### config.mk
export PLATFORM = sky130hd
export DESIGN_NAME = lamp_and_radio_button_controller_core
export DESIGN_NICKNAME = d
export VERILOG_FILES = /design/src/lrbc_pkg.sv /design/src/lrbc_cfg.sv /design/src/lrbc_step.sv /design/src/lamp_and_radio_button_controller_core.sv
export SDC_FILE = /design/constraint.sdc
export NUM_CORES = 1
export LEC_CHECK = 0
export ABC_AREA = 1
export BUFFER_PORTS_ARGS = -buffer_cell sky130_fd_sc_hd__buf_2
export CORE_MARGIN = 4
export CORE_UTILIZATION = 50
export DETAILED_ROUTE_END_ITERATION = 10
export GPL_TIMING_DRIVEN = 0
export PLACE_DENSITY = 0.66
export SYNTH_ARGS = -nofsm -noshare
export SYNTH_HDL_FRONTEND = slang
export SYNTH_SLANG_ARGS = --single-unit
### constraint.sdc
create_clock -name clk_i -period 4.7 [get_ports clk_i]
set_input_delay 0.47 -clock clk_i [delete_from_list [all_inputs] [get_ports clk_i]]
set_output_delay 0.47 -clock clk_i [all_outputs]
set_load 0.05 [all_outputs]
### src/lrbc_pkg.sv
`timescale 1ns / 1ps
// shared types, codes and constants of the lamp and radio button controller
package lrbc_pkg;

  // field and register widths
  localparam int unsigned DebounceW   = 8;
  localparam int unsigned PressW      = 13;
  localparam int unsigned LinkW       = 11;
  localparam int unsigned BlinkW      = 7;
  localparam int unsigned PairW       = 11;
  localparam int unsigned IdleW       = 13;
  localparam int unsigned ModeW       = 2;
  localparam int unsigned CfgDataW    = 13;
  localparam int unsigned CfgIndexW   = 3;

  // default time base: ticks per tenth of a second
  localparam int unsigned TicksPerTenthDef = 100;

  // extra hold time above the long-press threshold at which the press timer stops
  localparam logic [PressW:0] PressCapExtra = 14'd100;

  // lamp state codes
  localparam logic [ModeW-1:0] LampHalf = 2'd0;
  localparam logic [ModeW-1:0] LampFull = 2'd1;
  localparam logic [ModeW-1:0] LampOff  = 2'd2;

  // radio state codes
  localparam logic [ModeW-1:0] RadioPair = 2'd0;
  localparam logic [ModeW-1:0] RadioConn = 2'd1;
  localparam logic [ModeW-1:0] RadioOff  = 2'd2;

  // configuration register indexes
  localparam logic [CfgIndexW-1:0] RegDebounce      = 3'd0;
  localparam logic [CfgIndexW-1:0] RegLongPress     = 3'd1;
  localparam logic [CfgIndexW-1:0] RegStatusConfirm = 3'd2;
  localparam logic [CfgIndexW-1:0] RegBlinkPeriod   = 3'd3;
  localparam logic [CfgIndexW-1:0] RegPairTimeout   = 3'd4;
  localparam logic [CfgIndexW-1:0] RegSleep         = 3'd5;

  // configuration reset values
  localparam logic [DebounceW-1:0] DebounceRst      = 8'd35;
  localparam logic [PressW-1:0]    LongPressRst     = 13'd3000;
  localparam logic [LinkW-1:0]     StatusConfirmRst = 11'd1000;
  localparam logic [BlinkW-1:0]    BlinkPeriodRst   = 7'd125;
  localparam logic [PairW-1:0]     PairTimeoutRst   = 11'd1200;
  localparam logic [IdleW-1:0]     SleepRst         = 13'd4890;

  typedef struct packed {
    logic [DebounceW-1:0] debounce_ms;
    logic [PressW-1:0]    long_press_ms;
    logic [LinkW-1:0]     status_confirm_ms;
    logic [BlinkW-1:0]    blink_period_ms;
    logic [PairW-1:0]     pairing_timeout;
    logic [IdleW-1:0]     sleep_ms;
  } cfg_t;

  // controller state carried from one poll to the next
  typedef struct packed {
    logic                 debounced_key;
    logic [DebounceW-1:0] debounce_count;
    logic                 key_held;
    logic                 key_edge;
    logic                 press_armed;
    logic [PressW-1:0]    press_count;
    logic [ModeW-1:0]     lamp_state;
    logic [ModeW-1:0]     radio_state;
    logic [LinkW-1:0]     link_count;
    logic [BlinkW-1:0]    blink_count;
    logic                 blink_due;
    logic                 led_level;
    logic [PairW-1:0]     pairing_count;
    logic [IdleW-1:0]     idle_count;
  } state_t;

  typedef struct packed {
    logic [ModeW-1:0] lamp_mode;
    logic             lamp_low_enable;
    logic             lamp_high_enable;
    logic [ModeW-1:0] radio_mode;
    logic             radio_enable;
    logic             radio_led;
    logic             sleep_request;
  } result_t;

endpackage

### src/lrbc_cfg.sv
`timescale 1ns / 1ps
// configuration register file of the lamp and radio button controller
module lrbc_cfg (
  input  logic                               clk_i,
  input  logic                               rst_ni,
  input  logic                               cfg_we_i,
  input  logic [lrbc_pkg::CfgIndexW-1:0]     cfg_index_i,
  input  logic [lrbc_pkg::CfgDataW-1:0]      cfg_data_i,
  output lrbc_pkg::cfg_t                     cfg_o
);
  import lrbc_pkg::*;

  cfg_t cfg_q;

  // register writes, unknown indexes are dropped
  always_ff @(posedge clk_i or negedge rst_ni) begin
    if (!rst_ni) begin
      cfg_q.debounce_ms       <= DebounceRst;
      cfg_q.long_press_ms     <= LongPressRst;
      cfg_q.status_confirm_ms <= StatusConfirmRst;
      cfg_q.blink_period_ms   <= BlinkPeriodRst;
      cfg_q.pairing_timeout   <= PairTimeoutRst;
      cfg_q.sleep_ms          <= SleepRst;
    end else if (cfg_we_i) begin
      case (cfg_index_i)
        RegDebounce:      cfg_q.debounce_ms       <= cfg_data_i[DebounceW-1:0];
        RegLongPress:     cfg_q.long_press_ms     <= cfg_data_i[PressW-1:0];
        RegStatusConfirm: cfg_q.status_confirm_ms <= cfg_data_i[LinkW-1:0];
        RegBlinkPeriod:   cfg_q.blink_period_ms   <= cfg_data_i[BlinkW-1:0];
        RegPairTimeout:   cfg_q.pairing_timeout   <= cfg_data_i[PairW-1:0];
        RegSleep:         cfg_q.sleep_ms          <= cfg_data_i[IdleW-1:0];
        default: ;
      endcase
    end
  end

  assign cfg_o = cfg_q;

endmodule

### src/lrbc_step.sv
`timescale 1ns / 1ps
// single-poll update: timers, debounce, press handling, radio and lamp state
module lrbc_step #(
  parameter int unsigned TICKS_PER_TENTH = lrbc_pkg::TicksPerTenthDef,
  parameter int unsigned TenthW = (TICKS_PER_TENTH > 1) ? $clog2(TICKS_PER_TENTH) : 1
) (
  input  lrbc_pkg::cfg_t    cfg_i,
  input  lrbc_pkg::state_t  state_i,
  input  logic [TenthW-1:0] tenth_count_i,
  input  logic              tick_elapsed_i,
  input  logic              key_level_i,
  input  logic              link_status_i,
  output lrbc_pkg::state_t  state_o,
  output logic [TenthW-1:0] tenth_count_o,
  output lrbc_pkg::result_t result_o
);
  import lrbc_pkg::*;

  localparam logic [TenthW:0] TenthLimit = (TenthW + 1)'(TICKS_PER_TENTH);

  state_t            st;
  logic [TenthW:0]   tenth_inc;
  logic [TenthW-1:0] tenth_cnt;
  logic              tenth_due;
  logic [PressW:0]   cap_sum;
  logic [PressW-1:0] press_cap;
  logic [BlinkW:0]   blink_inc;
  logic [IdleW:0]    idle_inc;
  logic [LinkW:0]    link_sum;
  logic              sleep_due;
  logic              pressed;

  always_comb begin
    st        = state_i;
    tenth_cnt = tenth_count_i;
    tenth_due = 1'b0;
    sleep_due = 1'b0;
    tenth_inc = {1'b0, tenth_count_i} + 1'b1;
    cap_sum   = {1'b0, cfg_i.long_press_ms} + PressCapExtra;
    press_cap = cap_sum[PressW] ? {PressW{1'b1}} : cap_sum[PressW-1:0];
    blink_inc = {1'b0, state_i.blink_count} + 1'b1;
    idle_inc  = {1'b0, state_i.idle_count} + 1'b1;
    link_sum  = {1'b0, state_i.link_count} + (LinkW + 1)'(3);
    pressed   = 1'b0;

    // timers advanced by the 1 ms tick
    if (tick_elapsed_i) begin
      if (tenth_inc >= TenthLimit) begin
        tenth_cnt = '0;
        tenth_due = 1'b1;
      end else begin
        tenth_cnt = tenth_inc[TenthW-1:0];
      end
      st.debounce_count = state_i.debounce_count + 1'b1;
      if (state_i.press_count < press_cap) st.press_count = state_i.press_count + 1'b1;
      if (blink_inc >= {1'b0, cfg_i.blink_period_ms}) begin
        st.blink_count = '0;
        st.blink_due   = 1'b1;
      end else begin
        st.blink_count = blink_inc[BlinkW-1:0];
      end
      if (idle_inc > {1'b0, cfg_i.sleep_ms}) begin
        st.idle_count = '0;
        sleep_due     = 1'b1;
      end else begin
        st.idle_count = idle_inc[IdleW-1:0];
      end
      // link-status counter
      case (state_i.radio_state)
        RadioPair: begin
          if (link_status_i) st.link_count = '0;
          else if (state_i.link_count != {LinkW{1'b1}})
            st.link_count = state_i.link_count + 1'b1;
        end
        RadioConn: begin
          if (link_status_i)
            st.link_count = link_sum[LinkW] ? {LinkW{1'b1}} : link_sum[LinkW-1:0];
          else if (state_i.link_count != '0)
            st.link_count = state_i.link_count - 1'b1;
        end
        default: st.link_count = '0;
      endcase
    end

    // tenths of a second spent pairing
    if (tenth_due && st.pairing_count != {PairW{1'b1}})
      st.pairing_count = st.pairing_count + 1'b1;

    // key debounce and press edge
    if (key_level_i != st.debounced_key) begin
      if (st.debounce_count > cfg_i.debounce_ms) begin
        st.debounced_key  = key_level_i;
        st.debounce_count = '0;
      end
    end else begin
      pressed           = ~st.debounced_key;
      st.debounce_count = '0;
      st.key_edge       = pressed & ~st.key_held;
      st.key_held       = pressed;
    end
    if (st.key_held && st.key_edge) st.press_armed = 1'b1;

    // short press on release cycles the lamp
    if (!st.key_held) begin
      if (st.press_armed) begin
        case (st.lamp_state)
          LampHalf: st.lamp_state = LampFull;
          LampFull: st.lamp_state = LampOff;
          default:  st.lamp_state = LampHalf;
        endcase
      end
      st.press_armed = 1'b0;
      st.press_count = '0;
    end

    // long press toggles the radio
    if (st.press_armed && st.press_count > cfg_i.long_press_ms) begin
      st.press_armed = 1'b0;
      st.radio_state = (st.radio_state == RadioOff) ? RadioPair : RadioOff;
    end

    // pairing <-> connected by link count
    if (st.radio_state != RadioOff && st.link_count > cfg_i.status_confirm_ms) begin
      st.link_count  = '0;
      st.radio_state = (st.radio_state == RadioPair) ? RadioConn : RadioPair;
    end

    // link LED and pairing timeout
    case (st.radio_state)
      RadioPair: begin
        if (st.blink_due) begin
          st.blink_due = 1'b0;
          st.led_level = ~st.led_level;
        end
        if (st.pairing_count > cfg_i.pairing_timeout) begin
          st.pairing_count = '0;
          st.radio_state   = RadioOff;
          st.led_level     = 1'b0;
        end
      end
      RadioConn: begin
        st.pairing_count = '0;
        st.led_level     = 1'b1;
      end
      default: begin
        st.pairing_count = '0;
        st.led_level     = 1'b0;
      end
    endcase

    // any activity restarts the idle timer
    if (st.lamp_state != LampOff || st.radio_state != RadioOff) st.idle_count = '0;
  end

  // outputs
  assign state_o       = st;
  assign tenth_count_o = tenth_cnt;

  assign result_o.lamp_mode        = st.lamp_state;
  assign result_o.lamp_low_enable  = (st.lamp_state == LampHalf) || (st.lamp_state == LampFull);
  assign result_o.lamp_high_enable = (st.lamp_state == LampFull);
  assign result_o.radio_mode       = st.radio_state;
  assign result_o.radio_enable     = (st.radio_state == RadioPair) ||
                                     (st.radio_state == RadioConn);
  assign result_o.radio_led        = st.led_level;
  assign result_o.sleep_request    = sleep_due;

endmodule

### src/lamp_and_radio_button_controller_core.sv
`timescale 1ns / 1ps
// top level of the lamp and radio button controller
//
// Each transfer on the input channel is one poll of the control loop (tick flag, raw
// active-low key, link status) and yields exactly one result transfer with the lamp and
// radio modes, driver enables, link LED and a one-shot sleep request. A poll is taken
// into an input register, the single-pass update logic between that register and the
// result register advances all timers and state, and the result is written into the result
// register. One poll is taken every clock cycle as long as the result side keeps up;
// the result register decouples the two sides so a new poll is taken while a finished
// result still waits. Configuration writes take effect at once
// and are meant to be issued while no poll is in flight.
module lamp_and_radio_button_controller_core #(
  parameter int unsigned TICKS_PER_TENTH = lrbc_pkg::TicksPerTenthDef
) (
  input  logic                             clk_i,
  input  logic                             rst_ni,
  // configuration write port
  input  logic                             cfg_we_i,
  input  logic [lrbc_pkg::CfgIndexW-1:0]   cfg_index_i,
  input  logic [lrbc_pkg::CfgDataW-1:0]    cfg_data_i,
  // poll channel
  input  logic                             in_valid_i,
  output logic                             in_ready_o,
  input  logic                             tick_elapsed_i,
  input  logic                             key_level_i,
  input  logic                             link_status_i,
  // result channel
  output logic                             out_valid_o,
  input  logic                             out_ready_i,
  output logic [lrbc_pkg::ModeW-1:0]       lamp_mode_o,
  output logic                             lamp_low_enable_o,
  output logic                             lamp_high_enable_o,
  output logic [lrbc_pkg::ModeW-1:0]       radio_mode_o,
  output logic                             radio_enable_o,
  output logic                             radio_led_o,
  output logic                             sleep_request_o
);
  import lrbc_pkg::*;

  localparam int unsigned TenthW = (TICKS_PER_TENTH > 1) ? $clog2(TICKS_PER_TENTH) : 1;

  // controller state after reset: lamp and radio off, everything else cleared
  localparam state_t StateRst = '{lamp_state: LampOff, radio_state: RadioOff, default: '0};

  cfg_t              cfg;
  state_t            state_q, state_d;
  logic [TenthW-1:0] tenth_count_q, tenth_count_d;
  logic              in_valid_q;
  logic              tick_q, key_q, link_q;
  logic              out_valid_q;
  result_t           result_q, result_d;
  logic              advance;

  lrbc_cfg u_cfg (
    .clk_i       (clk_i),
    .rst_ni      (rst_ni),
    .cfg_we_i    (cfg_we_i),
    .cfg_index_i (cfg_index_i),
    .cfg_data_i  (cfg_data_i),
    .cfg_o       (cfg)
  );

  lrbc_step #(
    .TICKS_PER_TENTH (TICKS_PER_TENTH),
    .TenthW          (TenthW)
  ) u_step (
    .cfg_i          (cfg),
    .state_i        (state_q),
    .tenth_count_i  (tenth_count_q),
    .tick_elapsed_i (tick_q),
    .key_level_i    (key_q),
    .link_status_i  (link_q),
    .state_o        (state_d),
    .tenth_count_o  (tenth_count_d),
    .result_o       (result_d)
  );

  // a poll moves on when the result register is free or being emptied
  assign advance    = in_valid_q && (!out_valid_q || out_ready_i);
  assign in_ready_o = !in_valid_q || advance;

  // input register
  always_ff @(posedge clk_i or negedge rst_ni) begin
    if (!rst_ni) begin
      in_valid_q <= 1'b0;
    end else if (in_ready_o) begin
      in_valid_q <= in_valid_i;
    end
  end

  always_ff @(posedge clk_i) begin
    if (in_ready_o && in_valid_i) begin
      tick_q <= tick_elapsed_i;
      key_q  <= key_level_i;
      link_q <= link_status_i;
    end
  end

  // controller state, updated once per poll
  always_ff @(posedge clk_i or negedge rst_ni) begin
    if (!rst_ni) begin
      state_q               <= StateRst;
      tenth_count_q         <= '0;
    end else if (advance) begin
      state_q       <= state_d;
      tenth_count_q <= tenth_count_d;
    end
  end

  // result register
  always_ff @(posedge clk_i or negedge rst_ni) begin
    if (!rst_ni) begin
      out_valid_q <= 1'b0;
    end else if (advance) begin
      out_valid_q <= 1'b1;
    end else if (out_ready_i) begin
      out_valid_q <= 1'b0;
    end
  end

  always_ff @(posedge clk_i) begin
    if (advance) begin
      result_q <= result_d;
    end
  end

  // result ports
  assign out_valid_o        = out_valid_q;
  assign lamp_mode_o        = result_q.lamp_mode;
  assign lamp_low_enable_o  = result_q.lamp_low_enable;
  assign lamp_high_enable_o = result_q.lamp_high_enable;
  assign radio_mode_o       = result_q.radio_mode;
  assign radio_enable_o     = result_q.radio_enable;
  assign radio_led_o        = result_q.radio_led;
  assign sleep_request_o    = result_q.sleep_request;

endmodule
==> results of run 1 <==
[power by group through the flow]
stage	clock network, W	logic [W]	registers (W)
2_1_floorplan	0	0.00145	0.00194
3_3_place_gp	0	0.00197	0.00190
3_5_place_dp	0	0.00203	0.00191
4_1_cts	0.00141	0.00221	0.00189
5_1_grt	0.00147	0.00271	0.00193
6_report	0.00138	0.00241	0.00189
[metal layers]
layer  wire length, um  vias up
met5                 0        -
met4               795        0
met3              1590       73
met2             14200      323
met1             13300     4807
li1                  -     4945
[repair_timing]
action,CTS,global route
setup endpoints to repair,38,45
pin swaps,30,45
setup buffers,53,16
resized for setup,67,77
gates cloned,3,1
[registers in the layout, indices dropped and copies added (netlist names), 2 cells and up]
register / count
lamp_mode_o: 2
radio_mode_o: 2
state_q: 73
tenth_count_q: 7
u_cfg.cfg_o: 63
[area by class of cell]
type | count | area, um2
Sequential cell | 157 | 4030
Timing Repair Buffer | 101 | 758
Fill cell | 1875 | 8100
Tap cell | 275 | 344
Inverter | 236 | 893
Clock buffer | 20 | 457
Multi-Input combinational cell | 1001 | 6250
Clock inverter | 12 | 123
Buffer | 39 | 195
[synth_stat cells, types with 7 or more instances]
library cell    n  share of area
nand2_2        14         0.0081
edfxtp_1       12          0.033
o21ai_0       138          0.064
dfrtp_1       111           0.26
inv_1         227          0.079
xnor2_1         7         0.0057
nand4_1        51          0.029
nand2_1       334           0.12
ha_1           86          0.099
nor3_1         18         0.0083
nand3_1        76          0.035
clkbuf_1       25         0.0087
nor2_2          8         0.0046
xor2_1         39          0.032
and3_1          9         0.0052
a21oi_1        59          0.027
nor2_1         78          0.027
dfstp_2        34          0.082
o211ai_1       14         0.0097
[logic make-up (layout without fill, tap and decap cells)]
family,after synthesis,count (layout)
AND/OR/NAND/NOR,614,614
XOR/XNOR,47,47
flip-flops,157,157
AO/OA/AOI/OAI,254,254
buffers and inverters,275,408
adder cells (fa/ha/maj),86,86
[cells in the final DEF, fill, tap and decap left out, types with 4 or more instances in the layout]
cell | netlist | final
dfstp_2 | 34 | 34
clkbuf_16 | 0 | 18
nor3_1 | 18 | 17
a21boi_0 | 6 | 6
nand3_1 | 76 | 66
a21oi_1 | 59 | 49
nor2_4 | 4 | 12
clkbuf_1 | 25 | 26
inv_2 | 5 | 13
o211ai_1 | 14 | 14
edfxtp_1 | 12 | 12
nand2_2 | 14 | 37
o21ai_1 | 6 | 6
o22ai_1 | 5 | 5
a21oi_2 | 2 | 10
buf_4 | 3 | 54
and3_1 | 9 | 4
nand3_4 | 2 | 7
xnor2_1 | 7 | 7
o21ai_0 | 138 | 133
inv_1 | 227 | 218
buf_6 | 1 | 16
inv_6 | 0 | 4
clkinv_4 | 0 | 4
buf_2 | 5 | 38
ha_4 | 0 | 9
o31ai_1 | 6 | 6
o21ai_2 | 1 | 5
xor2_1 | 39 | 38
nor2_2 | 8 | 6
nand3b_1 | 4 | 4
dfrtp_1 | 111 | 111
nand4_1 | 51 | 51
and3_4 | 0 | 5
nor2_1 | 78 | 72
nand2_1 | 334 | 301
ha_1 | 86 | 77
nand3_2 | 3 | 8
nand2_4 | 3 | 12
[worst min-delay path by stage]
stage,startpoint,end,slack [ns],cells after the start
5_1_grt,rst_ni,state_q[17]$_DFFE_PN0P_,0.10,1
2_1_floorplan,rst_ni,in_valid_q$_DFFE_PN0N_,0.17,0
3_3_place_gp,u_cfg.cfg_o[57]$_DFFE_PN0P_,u_cfg.cfg_o[57]$_DFFE_PN0P_,0.47,2
6_report,rst_ni,state_q[17]$_DFFE_PN0P_,0.06,1
3_5_place_dp,state_q[4]$_DFFE_PN0P_,state_q[4]$_DFFE_PN0P_,0.47,2
4_1_cts,rst_ni,state_q[17]$_DFFE_PN0P_,0.08,1
[stage by stage]
| stage | std cells | power (W) | util | setup WS (ns) | setup TNS, ns |
|---|---|---|---|---|---|
| final | 1841 | 0.00569 | 0.617 | -0.324 | -10.23 |
| after floorplan | 1433 | 0.00340 | - | 0.522 | 0 |
| after CTS | 1830 | 0.00551 | 0.598 | -0.0153 | -0.0613 |
| after global routing | 1841 | 0.00611 | 0.617 | -0.532 | -18.97 |
| after detailed placement | 1743 | 0.00394 | 0.538 | -0.671 | -13.26 |
| after global placement | 1742 | 0.00388 | 0.536 | -0.575 | -9.90 |
==> results.py, run 1 <==
metrics = {
    "critical_path": {
        "critPathKind": "reg -> reg",
        "cp.buffers_inverters": 7,
        "setup.worst_path.end": "state_q[23]$_DFFE_PN0P_",
        "cpMostUsedCell": "nand2_4",
        "start_kind": "register",
        "endpoint_kind": "register",
        "cp.arrival_ns": 5.38,
        "slowest_delay_ns": 0.56,
        "rr_worst_depth": 37,
        "r2r_end": "state_q[23]$_DFFE_PN0P_",
        "worstSetupPathDepth": 37,
        "cp_max_fo": 5,
        "timing.rr.start": "u_cfg.cfg_o[45]$_DFFE_PN1P_",
        "cp_top_family": "simple AND/OR/NAND/NOR gates",
        "critPathSlowestCell": "dfstp_2",
        "reg2reg_slack_ns": -0.32,
        "worstPathRequired_ns": 5.05,
        "crit_start": "u_cfg.cfg_o[45]$_DFFE_PN1P_",
    },
    "final_layout": {
        "finalNetCount": 1663,
        "drive_above_1_share": 0.204,
        "area_growth_syn_to_layout_pct": 20.5,
        "fin_area_um2": 13100,
        "antenna_cells": 0,
    },
    "synth": {
        "netlist-cell-type-count": 57,
        "muxShareOfSynthArea": 0,
        "synth_ff_type": "dfrtp_1",
        "syn_inst": 1433,
        "ys_ff_latch": 157,
        "synth_enable_flop_cells": 12,
        "synth_compound_area_frac": 0.133,
        "synth_fp_nets": 1543,
        "yosysSeqAreaShare": 0.372,
        "synthSimpleGateAreaFrac": 0.258,
        "synthAdderAreaFrac": 0.0994,
        "synth-xor-area-share": 0.0387,
        "synth_area_per_cell_um2": 7.56,
        "yosysWarnings": 0,
        "syn_area_um2": 10800,
        "ys_async_sr_fraction": 0.924,
        "synth_top_family_by_area": "simple AND/OR/NAND/NOR gates",
    },
    "power_and_ir_drop": {
        "p_leak_nw": 6.51,
        "powerDensity_nw_per_um2": 436,
        "switching_share": 0.420,
        "power_frac_seq": 0.333,
        "p_comb_frac": 0.424,
        "power_switching_w": 0.00239,
        "max-vdd-ir-drop_mv": 0.278,
        "p_clk_frac": 0.243,
        "p_int_w": 0.00330,
    },
    "global_routing": {
        "antenna_found_initial": 0,
        "grt_pass1_wl_mm": 47.7,
        "gr-usage-met1": 0.333,
        "grt_most_used_layer": "met2",
        "grt_overflow": 0,
        "use_met2": 0.396,
        "grt_util_all_layers": 0.244,
        "grt_max_degree": 74,
        "grt_pass1_vias": 9683,
        "grt_util_met3": 0.0428,
    },
    "run": {
        "cap_violations": 0,
    },
    "timing": {
        "hold_viol": 0,
        "fin_crit_ns": 5.02,
        "slew_headroom": 0.278,
        "fin_skew_ns": 0.0160,
        "setup_slack_ns": -0.324,
        "slew_viol_final": 0,
        "whs_ns": 0.0556,
        "worstMarginPinSlew_ns": 1.08,
        "finalSetupViolCount": 40,
        "period_share": 1.07,
        "fmax_ghz": 0.199,
        "rsz0062_at_grt": "true",
    },
    "cts": {
        "htreeDepth": 4,
        "clkLatencyLatePin_ns": 0.43,
        "cts_tree": "yes",
        "cts_root_buffer": "clkbuf_16",
        "cts_made_buffers": 17,
        "clkSinkCount": 157,
        "clock_path_buffers": 2,
        "clkTransAtPathRegs_ns": 0.07,
        "ctsHoldBuffers": 0,
    },
    "hold_path": {
        "hp-class": "in -> async",
    },
    "detailed_routing": {
        "via_per_inst": 5.51,
        "first_iter_violations": 826,
        "wire_per_inst_um": 16.2,
        "first_pass_iters": 7,
        "drt-total-wl_mm": 29.9,
        "vias": 10100,
        "ant_nets": 0,
        "drc": 0,
    },
    "floorplan": {
        "die_y_um": 155,
        "rows": 53,
        "die_area_um2": 24100,
        "start_util": 0.512,
        "ios": 35,
        "die_w_um": 155,
        "coreArea_um2": 21200,
    },
    "placement": {
        "hpwl_mm": 20.5,
        "placed_cell_area_um2": 11400,
        "gp_congestion": 0.904,
        "numPortBuffers": 34,
    },
    "run_status": {
        "violations": "setup timing",
        "outcome": "complete, but fails checks",
    },
}
No activity file was read; power rests on OpenSTA's default activity.
==> inputs of run 2 (changes only) <==
--- a/config.mk
+++ b/config.mk
@@ -6,12 +6,12 @@
 export NUM_CORES = 1
 export LEC_CHECK = 0
 export ABC_AREA = 1
-export BUFFER_PORTS_ARGS = -buffer_cell sky130_fd_sc_hd__buf_2
 export CORE_MARGIN = 4
 export CORE_UTILIZATION = 50
 export DETAILED_ROUTE_END_ITERATION = 10
+export DONT_BUFFER_PORTS = 1
 export GPL_TIMING_DRIVEN = 0
-export PLACE_DENSITY = 0.66
+export SKIP_LAST_GASP = 1
 export SYNTH_ARGS = -nofsm -noshare
 export SYNTH_HDL_FRONTEND = slang
 export SYNTH_SLANG_ARGS = --single-unit
==> run 2 against run 1 <==
  * The flow finishes with violations (hold timing, setup timing)
  * Critical path depth is 1 lower
  * Maximum frequency rose by 4.9%
  * Power is 1.4% lower
  * Sequential share of layout area is 1.3 points higher
  * Utilization fell by 2.4 points
  * Clock skew shrank 0.0021 ns
  * Wire length is 1.7% lower
  * Largest power group unchanged
  * Highest routed layer unchanged
==> results.py, run 2 (synthesis gave the netlist of run 1 again) <==
metrics = {
    "critical_path": {
        "start_kind": "register",
        "cp_max_fo": 5,
        "cpMostUsedCell": "buf_4",
        "cp.arrival_ns": 5.16,
        "rr_worst_depth": 36,
        "critPathKind": "reg -> reg",
        "worstPathRequired_ns": 5.07,
        "cp.buffers_inverters": 10,
        "worstSetupPathDepth": 36,
        "slowest_delay_ns": 0.57,
        "cp_top_family": "simple AND/OR/NAND/NOR gates",
        "critPathSlowestCell": "dfstp_2",
        "endpoint_kind": "register",
    },
    "timing": {
        "fin_crit_ns": 4.79,
        "fmax_ghz": 0.209,
        "finalSetupViolCount": 24,
        "slew_headroom": 0.251,
        "period_share": 1.02,
        "worstMarginPinSlew_ns": 1.12,
        "rsz0062_at_grt": "true",
        "hold_viol": 8,
        "fin_skew_ns": 0.0139,
        "slew_viol_final": 0,
        "setup_tns_ns": -1.50,
        "whs_ns": -0.0334,
        "setup_slack_ns": -0.0901,
    },
    "floorplan": {
        "die_y_um": 155,
        "start_util": 0.512,
        "coreArea_um2": 21200,
        "rows": 53,
        "die_area_um2": 24100,
        "die_w_um": 155,
        "ios": 35,
    },
    "cts": {
        "cts_root_buffer": "clkbuf_16",
        "clock_path_buffers": 2,
        "cts_made_buffers": 17,
        "cts_tree": "yes",
        "clkLatencyLatePin_ns": 0.43,
        "clkTransAtPathRegs_ns": 0.07,
        "htreeDepth": 4,
        "clkSinkCount": 157,
    },
    "final_layout": {
        "drive_above_1_share": 0.154,
        "area_growth_syn_to_layout_pct": 15.8,
        "final_cell_mix": "nand2_1 (317), inv_1 (219), o21ai_0 (136)",
        "layout_commonest_cell": "nand2_1",
        "largest_reg_flops": 73,
        "finalNetCount": 1599,
        "fin_util": 0.593,
        "regMostFlops": "state_q",
        "antenna_cells": 0,
    },
    "power_and_ir_drop": {
        "p_leak_nw": 6.19,
        "finalPower_w": 0.00561,
        "powerDensity_nw_per_um2": 447,
        "max-vdd-ir-drop_mv": 0.244,
    },
    "global_routing": {
        "grt_pass1_wl_mm": 47.3,
        "gr-usage-met1": 0.348,
        "antenna_found_initial": 0,
        "grt_overflow": 0,
        "use_met2": 0.386,
        "grt_most_used_layer": "met2",
        "grt_max_degree": 146,
        "grt_util_met3": 0.0459,
        "grt_pass1_vias": 9238,
        "grt_util_all_layers": 0.245,
    },
    "detailed_routing": {
        "drt-total-wl_mm": 29.4,
        "via_per_inst": 5.44,
        "vias": 9669,
        "first_iter_violations": 569,
        "wire_per_inst_um": 16.5,
        "drc": 0,
        "first_pass_iters": 5,
        "ant_nets": 0,
    },
    "placement": {
        "gp_congestion": 0.897,
        "hpwl_mm": 20.7,
        "numPortBuffers": 0,
    },
    "run_status": {
        "violations": "hold timing, setup timing",
        "outcome": "complete, but fails checks",
    },
    "hold_path": {
        "hp-class": "in -> async",
    },
    "run": {
        "cap_violations": 0,
    },
}
run 2: changes by cell type in the layout (fill, tap and decap cells not counted), sizes merged:
cell and change:
clkbuf +1, buf -65
run 2: worst paths after layout:
path                                                     to  slack [ns]                        start
min in group clk_i                         tick_q$_DFFE_PP_        0.13               tick_elapsed_i
worst max register to register       state_q[7]$_DFFE_PN0P_       -0.09  u_cfg.cfg_o[45]$_DFFE_PN1P_
max in group asynchronous       u_cfg.cfg_o[52]$_DFFE_PN0P_        4.04                       rst_ni
worst min register to register  u_cfg.cfg_o[10]$_DFFE_PN0P_        0.49  u_cfg.cfg_o[10]$_DFFE_PN0P_
worst min-delay path                state_q[35]$_DFFE_PN0P_       -0.03                       rst_ni
worst max-delay path                 state_q[7]$_DFFE_PN0P_       -0.09  u_cfg.cfg_o[45]$_DFFE_PN1P_
run 2: metrics by stage:
stage               cell area, um2  worst slack, ns  instances  hold slack [ns]
floorplan                    10800            0.522       1433            0.174
detailed placement           11200           -0.526       1708            0.182
global route                 12500           -0.318       1777           0.0433
CTS                          12200          -0.0542       1761           0.0901
finish                       12500          -0.0901       1777          -0.0334
global placement             11200           -0.518       1708            0.180
run 2: final cells by class:
cell class | instances | area (um2)
Buffer | 39 | 195
Clock buffer | 21 | 480
Clock inverter | 11 | 119
Fill cell | 1989 | 8620
Inverter | 236 | 893
Multi-Input combinational cell | 1001 | 6140
Sequential cell | 157 | 4030
Tap cell | 275 | 344
Timing Repair Buffer | 36 | 327
Timing Repair inverter | 1 | 5.00
run 2: timing repair:
| action | CTS | global route |
|---|---|---|
| hold endpoints to repair | 145 | 0 |
| setup buffers | 17 | 14 |
| hold buffers | 1 | 0 |
| resized for setup | 51 | 55 |
| setup endpoints to repair | 35 | 43 |
| pin swaps | 28 | 36 |
| gates cloned | 3 | 2 |
run 2: where the power goes:
| group | switching [W] | internal (W) | total (W) |
|---|---|---|---|
| logic | 0.00143 | 0.000765 | 0.00219 |
| registers | 0.000301 | 0.00169 | 0.00199 |
| clock network | 0.000622 | 0.000803 | 0.00143 |
run 2: layer usage:
layer | share of wire | up-vias
met5 | 0 | -
met4 | 0.019 | 0
met3 | 0.049 | 43
met2 | 0.46 | 239
met1 | 0.47 | 4581
li1 | - | 4806
